$ cat config.mk
export PLATFORM = sky130hd
export DESIGN_NAME = cursor_array_list_core_flat
export DESIGN_NICKNAME = d
export VERILOG_FILES = /design/src/design/cal_pkg.sv /design/src/design/cal_in_if.sv /design/src/design/cal_out_if.sv /design/src/design/cal_cell.sv /design/src/design/cursor_array_list_core.sv /design/src/flat_wrapper.sv
export SDC_FILE = /design/constraint.sdc
export NUM_CORES = 2
export LEC_CHECK = 0
export BUFFER_PORTS_ARGS = -buffer_cell sky130_fd_sc_hd__buf_2
export CAP_MARGIN = 20
export CORE_ASPECT_RATIO = 0.8
export CORE_MARGIN = 2
export CORE_UTILIZATION = 40
export CTS_CLUSTER_SIZE = 10
export DETAILED_ROUTE_END_ITERATION = 8
export GPL_TIMING_DRIVEN = 0
export PLACE_DENSITY_LB_ADDON = 0.2
export SLEW_MARGIN = 5
export SYNTH_ARGS = -nofsm -noshare
export SYNTH_HDL_FRONTEND = slang
export SYNTH_SLANG_ARGS = --single-unit
$ cat constraint.sdc
create_clock -name clk -period 35.2 [get_ports clk]
set_input_delay 1.76 -clock clk [delete_from_list [all_inputs] [get_ports clk]]
set_output_delay 1.76 -clock clk [all_outputs]
set_load 0.01 [all_outputs]
$ cat src/design/cal_pkg.sv
// cal_pkg: shared types and codes for the cursor array list
// no dependencies
`timescale 1ns / 1ps

package cal_pkg;

  localparam int DATA_W = 32;
  localparam int REQ_W  = 4;
  localparam int ST_W   = 3;
  localparam int OCNT_W = 5;
  localparam int OCUR_W = 4;

  // request codes
  localparam logic [REQ_W-1:0] REQ_INSERT = 4'd0;
  localparam logic [REQ_W-1:0] REQ_READ   = 4'd1;
  localparam logic [REQ_W-1:0] REQ_UPDATE = 4'd2;
  localparam logic [REQ_W-1:0] REQ_LENGTH = 4'd3;
  localparam logic [REQ_W-1:0] REQ_BACK   = 4'd4;
  localparam logic [REQ_W-1:0] REQ_NEXT   = 4'd5;
  localparam logic [REQ_W-1:0] REQ_START  = 4'd6;
  localparam logic [REQ_W-1:0] REQ_END    = 4'd7;
  localparam logic [REQ_W-1:0] REQ_REMOVE = 4'd8;
  localparam logic [REQ_W-1:0] REQ_DUMP   = 4'd9;

  // status codes
  localparam logic [ST_W-1:0] ST_OK       = 3'd0;
  localparam logic [ST_W-1:0] ST_NOTFOUND = 3'd1;
  localparam logic [ST_W-1:0] ST_BOUNDARY = 3'd2;
  localparam logic [ST_W-1:0] ST_FULL     = 3'd3;
  localparam logic [ST_W-1:0] ST_EMPTY    = 3'd4;

  // edit applied by every cell in the same cycle
  typedef enum logic [1:0] {
    EDIT_NONE,
    EDIT_INSERT,
    EDIT_UPDATE,
    EDIT_REMOVE
  } cal_edit_t;

  typedef struct packed {
    cal_edit_t edit;
    logic      load_tap;
    logic      shift_tap;
  } cal_cell_ctrl_t;

endpackage

$ cat src/design/cal_in_if.sv
// cal_in_if: request channel of the cursor array list
// depends on cal_pkg
`timescale 1ns / 1ps

interface cal_in_if;
  import cal_pkg::*;

  logic                     valid;
  logic                     ready;
  logic [REQ_W-1:0]         req_type;
  logic signed [DATA_W-1:0] key;
  logic signed [DATA_W-1:0] new_value;

  modport source (output valid, req_type, key, new_value, input ready);
  modport sink (input valid, req_type, key, new_value, output ready);
endinterface

$ cat src/design/cal_out_if.sv
// cal_out_if: result channel of the cursor array list
// depends on cal_pkg
`timescale 1ns / 1ps

interface cal_out_if;
  import cal_pkg::*;

  logic                     valid;
  logic                     ready;
  logic signed [DATA_W-1:0] data_value;
  logic [ST_W-1:0]          status;
  logic [OCNT_W-1:0]        element_count;
  logic [OCUR_W-1:0]        cursor_pos;
  logic                     last;

  modport source (output valid, data_value, status, element_count, cursor_pos, last,
                  input ready);
  modport sink (input valid, data_value, status, element_count, cursor_pos, last,
                output ready);
endinterface

$ cat src/design/cal_cell.sv
// cal_cell: one list entry with its compare and its neighbor moves
// depends on cal_pkg
`timescale 1ns / 1ps

module cal_cell
  import cal_pkg::*;
(
  input  logic                     clk,
  input  cal_cell_ctrl_t           ctrl,
  input  logic signed [DATA_W-1:0] key,
  input  logic signed [DATA_W-1:0] new_value,
  input  logic                     in_range,
  input  logic                     earlier,
  input  logic                     prev_earlier,
  input  logic                     prev_first,
  input  logic signed [DATA_W-1:0] prev_data,
  input  logic signed [DATA_W-1:0] next_data,
  input  logic signed [DATA_W-1:0] tap_next,
  output logic signed [DATA_W-1:0] data,
  output logic signed [DATA_W-1:0] tap,
  output logic                     match
);

  logic signed [DATA_W-1:0] data_r, data_nxt;
  logic signed [DATA_W-1:0] tap_r, tap_nxt;

  assign match = in_range && (data_r == key);

  always_comb begin
    data_nxt = data_r;
    case (ctrl.edit)
      EDIT_INSERT: begin
        if (prev_earlier) begin
          data_nxt = prev_data;
        end else if (prev_first) begin
          data_nxt = new_value;
        end
      end
      EDIT_UPDATE: begin
        if (match && !earlier) begin
          data_nxt = new_value;
        end
      end
      EDIT_REMOVE: begin
        if (match || earlier) begin
          data_nxt = next_data;
        end
      end
      default: data_nxt = data_r;
    endcase
  end

  always_comb begin
    tap_nxt = tap_r;
    if (ctrl.load_tap) begin
      tap_nxt = data_r;
    end else if (ctrl.shift_tap) begin
      tap_nxt = tap_next;
    end
  end

  always_ff @(posedge clk) begin
    data_r <= data_nxt;
    tap_r  <= tap_nxt;
  end

  assign data = data_r;
  assign tap  = tap_r;

endmodule

$ cat src/design/cursor_array_list_core.sv
// cursor_array_list_core: top level of the cursor array list
// depends on cal_pkg, cal_in_if, cal_out_if and cal_cell
`timescale 1ns / 1ps

// usage
//   in_ch carries one request per transaction (req_type, key, new_value);
//   out_ch carries results (data_value, status, element_count, cursor_pos,
//   last), with last high on the final result of each request
//   the list lives in a row of CAPACITY cells; every cell compares its entry
//   with the key at once, so insert, update, remove, length and cursor moves
//   finish in the accepting cycle and their result sits in the output
//   register in the next cycle
//   read copies the row into a tap chain and shifts it toward cell 0,
//   one entry per cycle, until its cursor entry reaches cell 0 and enters
//   the output register; dump uses the same tap chain and gives one result
//   per cycle, count results, as fast as the receiver takes them
//   a new request is taken while the previous result is being taken;
//   during a read or dump in_ch.ready stays low until the last result has
//   entered the output register
//   when the receiver stalls the output register holds its result and the
//   tap chain does not move once it feeds the output register
//   reset clears count, cursor and the handshake state; entries need no
//   clearing pass since nothing past the count is ever read

module cursor_array_list_core
  import cal_pkg::*;
#(
  parameter int CAPACITY = 16
) (
  input  logic clk,
  input  logic rst_n,
  cal_in_if.sink    in_ch,
  cal_out_if.source out_ch
);

  localparam int CNT_W = $clog2(CAPACITY + 1);
  localparam int CUR_W = (CAPACITY > 1) ? $clog2(CAPACITY) : 1;

  // sequencer states
  localparam logic [1:0] S_IDLE = 2'd0;
  localparam logic [1:0] S_SKIP = 2'd1;
  localparam logic [1:0] S_DUMP = 2'd2;

  logic [1:0]       state_r, state_nxt;
  logic [CNT_W-1:0] count_r, count_nxt;
  logic [CUR_W-1:0] cursor_r, cursor_nxt;
  logic [CNT_W-1:0] rem_r, rem_nxt;
  logic [CUR_W-1:0] skip_r, skip_nxt;

  // output register
  logic                     out_valid_r, out_valid_nxt;
  logic signed [DATA_W-1:0] out_data_r, out_data_nxt;
  logic [ST_W-1:0]          out_status_r, out_status_nxt;
  logic [OCNT_W-1:0]        out_count_r, out_count_nxt;
  logic [OCUR_W-1:0]        out_cursor_r, out_cursor_nxt;
  logic                     out_last_r, out_last_nxt;

  // cell row wiring
  logic signed [DATA_W-1:0] cell_data [CAPACITY];
  logic signed [DATA_W-1:0] cell_tap  [CAPACITY];
  logic [CAPACITY-1:0]      match_w;
  logic [CAPACITY-1:0]      earlier_w;
  logic [CAPACITY-1:0]      first_w;
  logic [CAPACITY-1:0]      in_range_w;
  cal_cell_ctrl_t           ctrl;

  logic accept, out_free, found, is_empty, is_full;
  logic emit_single;
  logic [ST_W-1:0]          st;
  logic [CNT_W+OCNT_W-1:0]  count_ext;
  logic [CUR_W+OCUR_W-1:0]  cursor_ext;
  logic [CNT_W-1:0]         cursor_wide;
  logic [CNT_W-1:0]         count_dec;

  assign out_free    = !out_valid_r || out_ch.ready;
  assign in_ch.ready = (state_r == S_IDLE) && out_free;
  assign accept      = in_ch.valid && in_ch.ready;

  assign found       = |match_w;
  assign is_empty    = (count_r == '0);
  assign is_full     = (count_r == CNT_W'(CAPACITY));
  assign cursor_wide = CNT_W'(cursor_r);
  assign count_dec   = count_r - CNT_W'(1);

  // the row: each cell sees its neighbors' entries and match flags
  for (genvar i = 0; i < CAPACITY; i++) begin : g_cell
    logic                     prev_earlier, prev_first;
    logic signed [DATA_W-1:0] prev_data, next_data, tap_next;

    assign in_range_w[i] = CNT_W'(i) < count_r;
    if (i == 0) begin : g_head
      assign earlier_w[i] = 1'b0;
    end else begin : g_body
      assign earlier_w[i] = |match_w[i-1:0];
    end
    assign first_w[i] = match_w[i] && !earlier_w[i];

    if (i == 0) begin : g_left_edge
      // an insert into an empty list lands in cell 0
      assign prev_earlier = 1'b0;
      assign prev_first   = is_empty;
      assign prev_data    = cell_data[i];
    end else begin : g_left
      assign prev_earlier = earlier_w[i-1];
      assign prev_first   = first_w[i-1];
      assign prev_data    = cell_data[i-1];
    end
    if (i == CAPACITY - 1) begin : g_right_edge
      assign next_data = cell_data[i];
      assign tap_next  = '0;
    end else begin : g_right
      assign next_data = cell_data[i+1];
      assign tap_next  = cell_tap[i+1];
    end

    cal_cell u_cell (
      .clk          (clk),
      .ctrl         (ctrl),
      .key          (in_ch.key),
      .new_value    (in_ch.new_value),
      .in_range     (in_range_w[i]),
      .earlier      (earlier_w[i]),
      .prev_earlier (prev_earlier),
      .prev_first   (prev_first),
      .prev_data    (prev_data),
      .next_data    (next_data),
      .tap_next     (tap_next),
      .data         (cell_data[i]),
      .tap          (cell_tap[i]),
      .match        (match_w[i])
    );
  end

  // request decode and sequencer
  always_comb begin
    state_nxt      = state_r;
    count_nxt      = count_r;
    cursor_nxt     = cursor_r;
    rem_nxt        = rem_r;
    skip_nxt       = skip_r;
    ctrl.edit      = EDIT_NONE;
    ctrl.load_tap  = 1'b0;
    ctrl.shift_tap = 1'b0;
    emit_single    = 1'b1;
    st             = ST_OK;

    unique case (state_r)
      S_IDLE: begin
        if (accept) begin
          unique case (in_ch.req_type)
            REQ_INSERT: begin
              if (is_empty) begin
                ctrl.edit  = EDIT_INSERT;
                count_nxt  = CNT_W'(1);
                cursor_nxt = '0;
              end else if (!found) begin
                st = ST_NOTFOUND;
              end else if (is_full) begin
                st = ST_FULL;
              end else begin
                ctrl.edit = EDIT_INSERT;
                count_nxt = count_r + CNT_W'(1);
              end
            end
            REQ_READ: begin
              if (is_empty) begin
                st = ST_EMPTY;
              end else begin
                ctrl.load_tap = 1'b1;
                emit_single   = 1'b0;
                rem_nxt       = CNT_W'(1);
                skip_nxt      = cursor_r;
                state_nxt     = (cursor_r == '0) ? S_DUMP : S_SKIP;
              end
            end
            REQ_UPDATE: begin
              if (is_empty) begin
                st = ST_EMPTY;
              end else if (!found) begin
                st = ST_NOTFOUND;
              end else begin
                ctrl.edit = EDIT_UPDATE;
              end
            end
            REQ_LENGTH: begin
              st = ST_OK;
            end
            REQ_BACK: begin
              if (is_empty) begin
                st = ST_EMPTY;
              end else if (cursor_r != '0) begin
                cursor_nxt = cursor_r - CUR_W'(1);
              end else begin
                st = ST_BOUNDARY;
              end
            end
            REQ_NEXT: begin
              if (is_empty) begin
                st = ST_EMPTY;
              end else if (cursor_wide + CNT_W'(1) < count_r) begin
                cursor_nxt = cursor_r + CUR_W'(1);
              end else begin
                st = ST_BOUNDARY;
              end
            end
            REQ_START: begin
              cursor_nxt = '0;
            end
            REQ_END: begin
              if (is_empty) begin
                cursor_nxt = '0;
                st         = ST_EMPTY;
              end else begin
                cursor_nxt = CUR_W'(count_dec);
              end
            end
            REQ_REMOVE: begin
              if (is_empty) begin
                st = ST_EMPTY;
              end else if (!found) begin
                st = ST_NOTFOUND;
              end else begin
                ctrl.edit = EDIT_REMOVE;
                count_nxt = count_dec;
                // keep the cursor inside the shrunken list
                if (count_dec == '0) begin
                  cursor_nxt = '0;
                end else if (cursor_wide >= count_dec) begin
                  cursor_nxt = CUR_W'(count_dec - CNT_W'(1));
                end
              end
            end
            REQ_DUMP: begin
              if (is_empty) begin
                st = ST_EMPTY;
              end else begin
                ctrl.load_tap = 1'b1;
                emit_single   = 1'b0;
                rem_nxt       = count_r;
                state_nxt     = S_DUMP;
              end
            end
            default: st = ST_NOTFOUND;
          endcase
        end
      end
      S_SKIP: begin
        // walk the tap chain up to the cursor entry
        ctrl.shift_tap = 1'b1;
        skip_nxt       = skip_r - CUR_W'(1);
        if (skip_r == CUR_W'(1)) begin
          state_nxt = S_DUMP;
        end
      end
      S_DUMP: begin
        if (out_free) begin
          ctrl.shift_tap = 1'b1;
          rem_nxt        = rem_r - CNT_W'(1);
          if (rem_r == CNT_W'(1)) begin
            state_nxt = S_IDLE;
          end
        end
      end
      default: state_nxt = S_IDLE;
    endcase
  end

  assign count_ext  = (CNT_W + OCNT_W)'(count_nxt);
  assign cursor_ext = (CUR_W + OCUR_W)'(cursor_nxt);

  // output register load
  always_comb begin
    out_valid_nxt  = out_valid_r && !out_ch.ready;
    out_data_nxt   = out_data_r;
    out_status_nxt = out_status_r;
    out_count_nxt  = out_count_r;
    out_cursor_nxt = out_cursor_r;
    out_last_nxt   = out_last_r;
    if (accept && emit_single) begin
      out_valid_nxt  = 1'b1;
      out_data_nxt   = '0;
      out_status_nxt = st;
      out_count_nxt  = count_ext[OCNT_W-1:0];
      out_cursor_nxt = cursor_ext[OCUR_W-1:0];
      out_last_nxt   = 1'b1;
    end else if (state_r == S_DUMP && out_free) begin
      out_valid_nxt  = 1'b1;
      out_data_nxt   = cell_tap[0];
      out_status_nxt = ST_OK;
      out_count_nxt  = count_ext[OCNT_W-1:0];
      out_cursor_nxt = cursor_ext[OCUR_W-1:0];
      out_last_nxt   = (rem_r == CNT_W'(1));
    end
  end

  always_ff @(posedge clk) begin
    if (!rst_n) begin
      state_r     <= S_IDLE;
      count_r     <= '0;
      cursor_r    <= '0;
      rem_r       <= '0;
      skip_r      <= '0;
      out_valid_r <= 1'b0;
    end else begin
      state_r     <= state_nxt;
      count_r     <= count_nxt;
      cursor_r    <= cursor_nxt;
      rem_r       <= rem_nxt;
      skip_r      <= skip_nxt;
      out_valid_r <= out_valid_nxt;
    end
  end

  always_ff @(posedge clk) begin
    out_data_r   <= out_data_nxt;
    out_status_r <= out_status_nxt;
    out_count_r  <= out_count_nxt;
    out_cursor_r <= out_cursor_nxt;
    out_last_r   <= out_last_nxt;
  end

  assign out_ch.valid         = out_valid_r;
  assign out_ch.data_value    = out_data_r;
  assign out_ch.status        = out_status_r;
  assign out_ch.element_count = out_count_r;
  assign out_ch.cursor_pos    = out_cursor_r;
  assign out_ch.last          = out_last_r;

endmodule

$ cat src/flat_wrapper.sv
// flat-port wrapper written by rule: the top's interface ports become plain ports
module cursor_array_list_core_flat import cal_pkg::*;
#(
  parameter int CAPACITY = 16
)
  (clk, rst_n, in_ch_valid, in_ch_req_type, in_ch_key, in_ch_new_value, in_ch_ready, out_ch_valid, out_ch_data_value, out_ch_status, out_ch_element_count, out_ch_cursor_pos, out_ch_last, out_ch_ready);
  cal_in_if in_ch_i ();
  cal_out_if out_ch_i ();
  input  logic clk;
  input  logic rst_n;
  input wire logic [$bits(in_ch_i.valid)-1:0] in_ch_valid;
  input wire logic [$bits(in_ch_i.req_type)-1:0] in_ch_req_type;
  input wire logic [$bits(in_ch_i.key)-1:0] in_ch_key;
  input wire logic [$bits(in_ch_i.new_value)-1:0] in_ch_new_value;
  output wire logic [$bits(in_ch_i.ready)-1:0] in_ch_ready;
  output wire logic [$bits(out_ch_i.valid)-1:0] out_ch_valid;
  output wire logic [$bits(out_ch_i.data_value)-1:0] out_ch_data_value;
  output wire logic [$bits(out_ch_i.status)-1:0] out_ch_status;
  output wire logic [$bits(out_ch_i.element_count)-1:0] out_ch_element_count;
  output wire logic [$bits(out_ch_i.cursor_pos)-1:0] out_ch_cursor_pos;
  output wire logic [$bits(out_ch_i.last)-1:0] out_ch_last;
  input wire logic [$bits(out_ch_i.ready)-1:0] out_ch_ready;
  assign in_ch_i.valid = in_ch_valid;
  assign in_ch_i.req_type = in_ch_req_type;
  assign in_ch_i.key = in_ch_key;
  assign in_ch_i.new_value = in_ch_new_value;
  assign in_ch_ready = in_ch_i.ready;
  assign out_ch_valid = out_ch_i.valid;
  assign out_ch_data_value = out_ch_i.data_value;
  assign out_ch_status = out_ch_i.status;
  assign out_ch_element_count = out_ch_i.element_count;
  assign out_ch_cursor_pos = out_ch_i.cursor_pos;
  assign out_ch_last = out_ch_i.last;
  assign out_ch_i.ready = out_ch_ready;
  cursor_array_list_core #(.CAPACITY(CAPACITY)) u_core (.clk(clk), .rst_n(rst_n), .in_ch(in_ch_i), .out_ch(out_ch_i));
endmodule
; Word level (Yosys, flattened, before mapping)
; Cells that the tools add are included.
[op_classes]
n_addsub = 8
n_lt_le_gt_ge = 18
eq_ne = 89
mux = 173
reduce_logical = 118
[op_table]
columns = cell, n
row1 = two-way mux 32 bit, 78
row2 = case mux 32 bit (3 select lines), 15
row3 = equality test 32 bit, 16
row4 = two-way mux 4 bit, 17
row5 = two-way mux 5 bit, 13
row6 = case mux 32 bit (2 select lines), 1
row7 = AND reduction 4 bit, 16
row8 = "!= test 3 x 2 -> 1 bit, second input constant", 14
row9 = "< comparator 4 x 5 -> 1 bit, first input constant", 8
row10 = "!= test 2 x 1 -> 1 bit, second input constant", 20
row11 = "!= test 2 bit, second input constant", 19
row12 = logical AND 1 bit, 36
row13 = two-way mux 2 bit, 17
row14 = two-way mux 3 bit, 11
row15 = case mux 5 bit (2 select lines), 3
row16 = case mux 4 bit (6 select lines), 1
row17 = "< comparator 3 x 5 -> 1 bit, first input constant", 4
row18 = case mux 3 bit (6 select lines), 1
row19 = zero test 1 bit, 17
row20 = "equality test 4 x 3 -> 1 bit, second input constant", 4
row21 = OR reduction 16 bit, 1
row22 = logical OR 1 bit, 15
row23 = OR reduction 15 bit, 1
row24 = OR reduction 14 bit, 1
row25 = other kinds (43), 77
[word_totals]
regBits = 1090
input_bits = 72

; Longest topological paths before layout
[logic_depth]
depth_word = 11
ltp_mapped = 21
mapped_depth_nobuf = 17

; By module
; Synthesis repeated with hierarchy kept, for this count alone.
[unflattened]
hier_cells = 5272
area_unflattened_um2 = 63473.4
[by_module_without_submodules]
columns = mod, n_inst, cells_each, area_each_um2
row1 = cal_cell (u_core.g_cell[10].u_cell ...), 15, 294, 3693.5
row2 = cursor_array_list_core, 1, 561, 4362.9
row3 = cal_cell (u_core.g_cell[0].u_cell), 1, 301, 3707.3

; Worst setup path before layout
; Ideal clock, no wire load.
[synth_path]
path_type = input -> register
start = input out_ch_ready
end = register u_core.g_cell[0].u_cell.tap_r[0], enable pin
setup_time_ps = 3695
arrival_ps = 11448
required_time_ps = 31505
slack_ps = 20056
path_stages = 8
n_path_buf = 4
path_cell_list = nand2b_1 > clkbuf_1 > and3_1 > clkbuf_1 > nand2_1 > clkbuf_1 > clkbuf_1 > nand2_1
[synth_via]
elab_chain_len = 6
[synth_rtl]
columns = item, line_no
row1 = from (decl), flat_wrapper.sv:22  ; input wire logic [$bits(out_ch_i.ready)-1:0] out_ch_ready;
row2 = logical OR 1 bit (*), cursor_array_list_core.sv:75  ; assign out_free = !out_valid_r || out_ch.ready;
row3 = logical AND 1 bit, cursor_array_list_core.sv:76  ; assign in_ch.ready = (state_r == S_IDLE) && out_free;
row4 = logical AND 1 bit, cursor_array_list_core.sv:77  ; assign accept = in_ch.valid && in_ch.ready;
row5 = two-way mux 3 bit, cursor_array_list_core.sv:149  ; if (accept) begin
row6 = two-way mux 3 bit, cursor_array_list_core.sv:147  ; unique case (state_r)
row7 = nonzero test 2 bit (no source line) (*), --
row8 = to (signal assigned), cal_cell.sv:64  ; tap_r <= tap_nxt;
row9 = to (decl), cal_cell.sv:25  ; logic signed [DATA_W-1:0] tap_r, tap_nxt;
; Every way passes the cells marked *; elsewhere a longest branch is shown, timed or not.
; A chain may end at the register's enable or synchronous reset.

; Final worst setup path
[layout_path]
start = input in_ch_key[30]
end = register u_core.g_cell[5].u_cell.data_r[30] (data pin)
[layout_via]
elab_chain_len = 10
[layout_rtl]
columns = item, line_no
row1 = from (decl), flat_wrapper.sv:13  ; input wire logic [$bits(in_ch_i.key)-1:0] in_ch_key;
row2 = equality test 32 bit, cal_cell.sv:27  ; assign match = in_range && (data_r == key);
row3 = logical AND 1 bit, cal_cell.sv:27
row4 = OR reduction 16 bit, cursor_array_list_core.sv:79  ; assign found = |match_w;
row5 = "two-way mux 2 bit, on equally long branches", "cursor_array_list_core.sv:220, cursor_array_list_core.sv:156, cursor_array_list_core.sv:179"
row6 = "two-way mux 2 bit, on equally long branches", "cursor_array_list_core.sv:218, cursor_array_list_core.sv:152, cursor_array_list_core.sv:177"
row7 = case mux 2 bit (3 select lines), cursor_array_list_core.sv:150  ; unique case (in_ch.req_type)
row8 = two-way mux 3 bit, cursor_array_list_core.sv:149
row9 = two-way mux 3 bit, cursor_array_list_core.sv:147
row10 = equality test 2 bit / equality test 2 x 1 -> 1 bit (equally long branches), cal_cell.sv:31  ; case (ctrl.edit)
row11 = case mux 32 bit (3 select lines) (*), cal_cell.sv:31
row12 = via u_core.g_cell[5].u_cell.data_nxt[30], cal_cell.sv:24  ; logic signed [DATA_W-1:0] data_r, data_nxt;
row13 = to (signal assigned), cal_cell.sv:63  ; data_r <= data_nxt;
row14 = to (decl), cal_cell.sv:24
; The timed path passes the listed nets; every way through them passes the cells marked *.

==> impl_metrics.env <==
export IMPL_drt_iter0_markers=7335
export IMPL_cts_tree="done"
export IMPL_synth_top_area_cell="edfxtp_1"
export IMPL_num_rows=124
export IMPL_syn_area_um2=57900
export IMPL_dr_max_layer_used="met5"
export IMPL_rsz0062_at_grt="no"
export IMPL_arrival_ns=10.03
export IMPL_finalWorstSetupSlack_ns=25.82
export IMPL_met1_length_um=119000
export IMPL_worstSetupStartpoint="in_ch_key[30]"
export IMPL_dr_pass1_iters=6
export IMPL_worstPathCellList="buf_2, buf_2, xnor2_1, nand2_1, nor4_1, nand4_1, nand4_1, nor4b_2, buf_4, nor2_1, and3_1, ha_1, clkbuf_1, clkbuf_1, clkbuf_1, clkbuf_1, clkbuf_1, nand2_1, nand3_1"
export IMPL_ctsRootBufferMaster="clkbuf_16"
export IMPL_max_cap_violations=0
export IMPL_num_vias=45700
export IMPL_dieArea_um2=148000
export IMPL_ctsLongestPathBuffers=3
export IMPL_core_region_area_um2=143000
export IMPL_p_leak_uw=0.0230
export IMPL_max_stage_delay_ns=0.96
export IMPL_synth_seq_area_share_pct=55.6
export IMPL_cp_start_kind="input port"
export IMPL_skew_ns=0.0364
export IMPL_setup_viol=0
export IMPL_yosysWarnings=0
export IMPL_syn_instance_count=5109
export IMPL_synth_seq_cells=1090
export IMPL_post_cts_resized=0
export IMPL_clkSlewWorstSetupHoldPaths_ns=0.05
export IMPL_grt_use_total_pct=34.8
export IMPL_final_antenna_net_count=0
export IMPL_r2r_start="u_core.count_r[3]"
export IMPL_cp_required_ns=35.85
export IMPL_dieWidth_um=430
export IMPL_status="finished clean"
export IMPL_cp_common_cell="clkbuf_1"
export IMPL_vdd_drop_max_v=0.0000411
export IMPL_drive_gt1_share_pct=17.1
export IMPL_io_pins=119
export IMPL_critical_path_slowest_cell="xnor2_1"
export IMPL_dieHeight_um=344
export IMPL_cts_hold_buffers=0
export IMPL_finalHoldViolCount=0
export IMPL_grt_remaining_overflow=0
export IMPL_syn_to_final_growth_pct=13.5
export IMPL_critPathMaxFanout=10
export IMPL_yosysUniqueCellTypes=78
export IMPL_fillerInstances=13500
export IMPL_cts_setup_buffers=0
export IMPL_syn_area_per_cell_um2=11.3
export IMPL_powerDensity_nw_per_um2=46.0
export IMPL_grt_pass1_wl_um=354000
export IMPL_finalCritPeriodShare_pct=26.6
export IMPL_synth_top_area_share_pct=53.7
export IMPL_wl_per_cell_um=35.8
export IMPL_initial_core_util_pct=40.4
export IMPL_post_route_drc_count=0
export IMPL_synthTopCellsByArea="edfxtp_1 54%, mux2_2 10%, nand2_1 6.1%"
export IMPL_dp_hpwl_um=214000
export IMPL_via_per_inst=6.21
export IMPL_maxSlewViolCount=0
export IMPL_fin_crit_ns=9.38
export IMPL_syn_num_nets=5208
export IMPL_max_slew_margin_pct=13.5
export IMPL_ys_flop_type="edfxtp_1"
export IMPL_fin_nets=5486
export IMPL_routabilityCongestion=1.03
export IMPL_critPathKind="in2reg"
export IMPL_h_tree_depth=4
export IMPL_totalNegativeSetupSlack_ns=0
export IMPL_grt_max_degree=60
export IMPL_worst_slew_pin_slew_ns=1.29
export IMPL_clkLatencyLatePin_ns=0.80
export IMPL_place_ws_ns=25.63
export IMPL_endpoint_kind="flop"
export IMPL_cts_buffers=132
export IMPL_fmax_mhz=107
export IMPL_yosysMostFrequentCell="edfxtp_1"
export IMPL_wl_met2_um=103000
export IMPL_synth_edf_count=1036
export IMPL_power_uw=3020
export IMPL_io_buffers=85
export IMPL_hold_path_startpoint="u_core.out_ch.data_value[11]"
export IMPL_cts_sinks=1090
export IMPL_async_reset_ff_share_pct=0
export IMPL_grt_pass1_vias=42600
export IMPL_synth_commonest_cells="1036 x edfxtp_1, 940 x nand2_1, 512 x mux2_2, 278 x xor2_1, 277 x clkbuf_1"
export IMPL_drt_total_wl_um=264000
export IMPL_antenna_found_initial=14
export IMPL_hp_class="reg2reg"
export IMPL_wl_met3_um=34400
cell type report:
type                            instances  area [um2]  area share, %
Tap cell                             1890        2360           3.60
Multi-Input combinational cell       3636       24400           37.1
Sequential cell                      1090       32200           49.0
Antenna cell                            4        10.0         0.0152
Inverter                               25        93.8          0.143
Clock buffer                          183        3590           5.46
Timing Repair Buffer                  144        1420           2.15
Clock inverter                         22         230          0.350
Buffer                                358        1490           2.27
cell families after synthesis:
family	Yosys count	synth area share [%]
XOR/XNOR	532	8.04
flip-flops	1090	55.6
buffers and inverters	383	2.73
multiplexers	524	10.2
AND/OR/NAND/NOR	1916	15.4
adder cells (fa/ha/maj)	27	0.583
AO/OA/AOI/OAI	637	7.49
final timing paths:
kind                                 endpoint  slack (ns)  cells past startpoint
min reg2reg      u_core.out_ch.data_value[11]        0.45                      2
max reg2reg  u_core.g_cell[14].u_cell.data[5]       26.49                     22
max          u_core.g_cell[5].u_cell.data[30]       25.82                     19
min              u_core.out_ch.data_value[11]        0.45                      2
flip-flops by register name, indices dropped and copies added, names as in the netlist:
register / cells
u_core.skip_r: 4
u_core.out_ch.valid: 1
u_core.out_ch.cursor_pos: 4
u_core.out_ch.data_value: 32
u_core.state_r: 2
u_core.out_ch.status: 3
u_core.g_cell.u_cell.data: 512
u_core.out_ch.last: 1
u_core.cursor_r: 4
u_core.out_ch.element_count: 5
u_core.count_r: 5
u_core.rem_r: 5
u_core.g_cell.u_cell.tap: 512
power by group:
part	switching, uW	internal [uW]
registers	19.0	1440
logic	198	74.2
clock network	573	722
total	789	2240
layout by cell type, fill, tap and decap left out, types with 17 or more instances in the layout:
cell / count
clkbuf_1: 320
xnor2_1: 254
or3_1: 26
a21o_1: 43
and3_1: 45
nor2_1: 223
nor3_1: 42
buf_16: 17
edfxtp_1: 1036
buf_2: 156
and2_1: 69
nand4_1: 130
inv_1: 24
nand3_1: 223
nand2_1: 939
a22o_1: 32
nor4_1: 86
o211ai_1: 33
buf_8: 18
ha_1: 27
or4_1: 30
mux2_2: 512
clkbuf_16: 136
nor4b_1: 17
a21oi_1: 89
a221o_1: 63
o22ai_1: 34
dfxtp_1: 54
o21ai_0: 161
a22oi_1: 95
xor2_1: 278
critical path, delay by kind of cell:
kind	cells	cell delay, ns
AND/OR/NAND/NOR	9	2.71
buffers and inverters	8	4.32
XOR/XNOR	1	0.96
adder cells (fa/ha/maj)	1	0.21
stage by stage:
stage / std cells / cell area [um2] / utilization (%) / hold WS [ns]
after floorplan: 5109 / 57900 / - / 0.449
after global placement: 7084 / 60700 / 42.4 / 0.439
after detailed placement: 7131 / 61800 / 43.1 / 0.445
after CTS: 7336 / 65600 / 45.8 / 0.453
after global routing: 7348 / 65700 / 45.9 / 0.469
final: 7352 / 65800 / 45.9 / 0.449
per-layer routing:
metal  up-vias  global-route usage, %
li1      19300                      -
met1     23300                   52.1
met2      2748                   46.5
met3       269                   13.0
met4         4                   9.37
met5         -                      0
No activity file was read; power rests on OpenSTA's default activity.
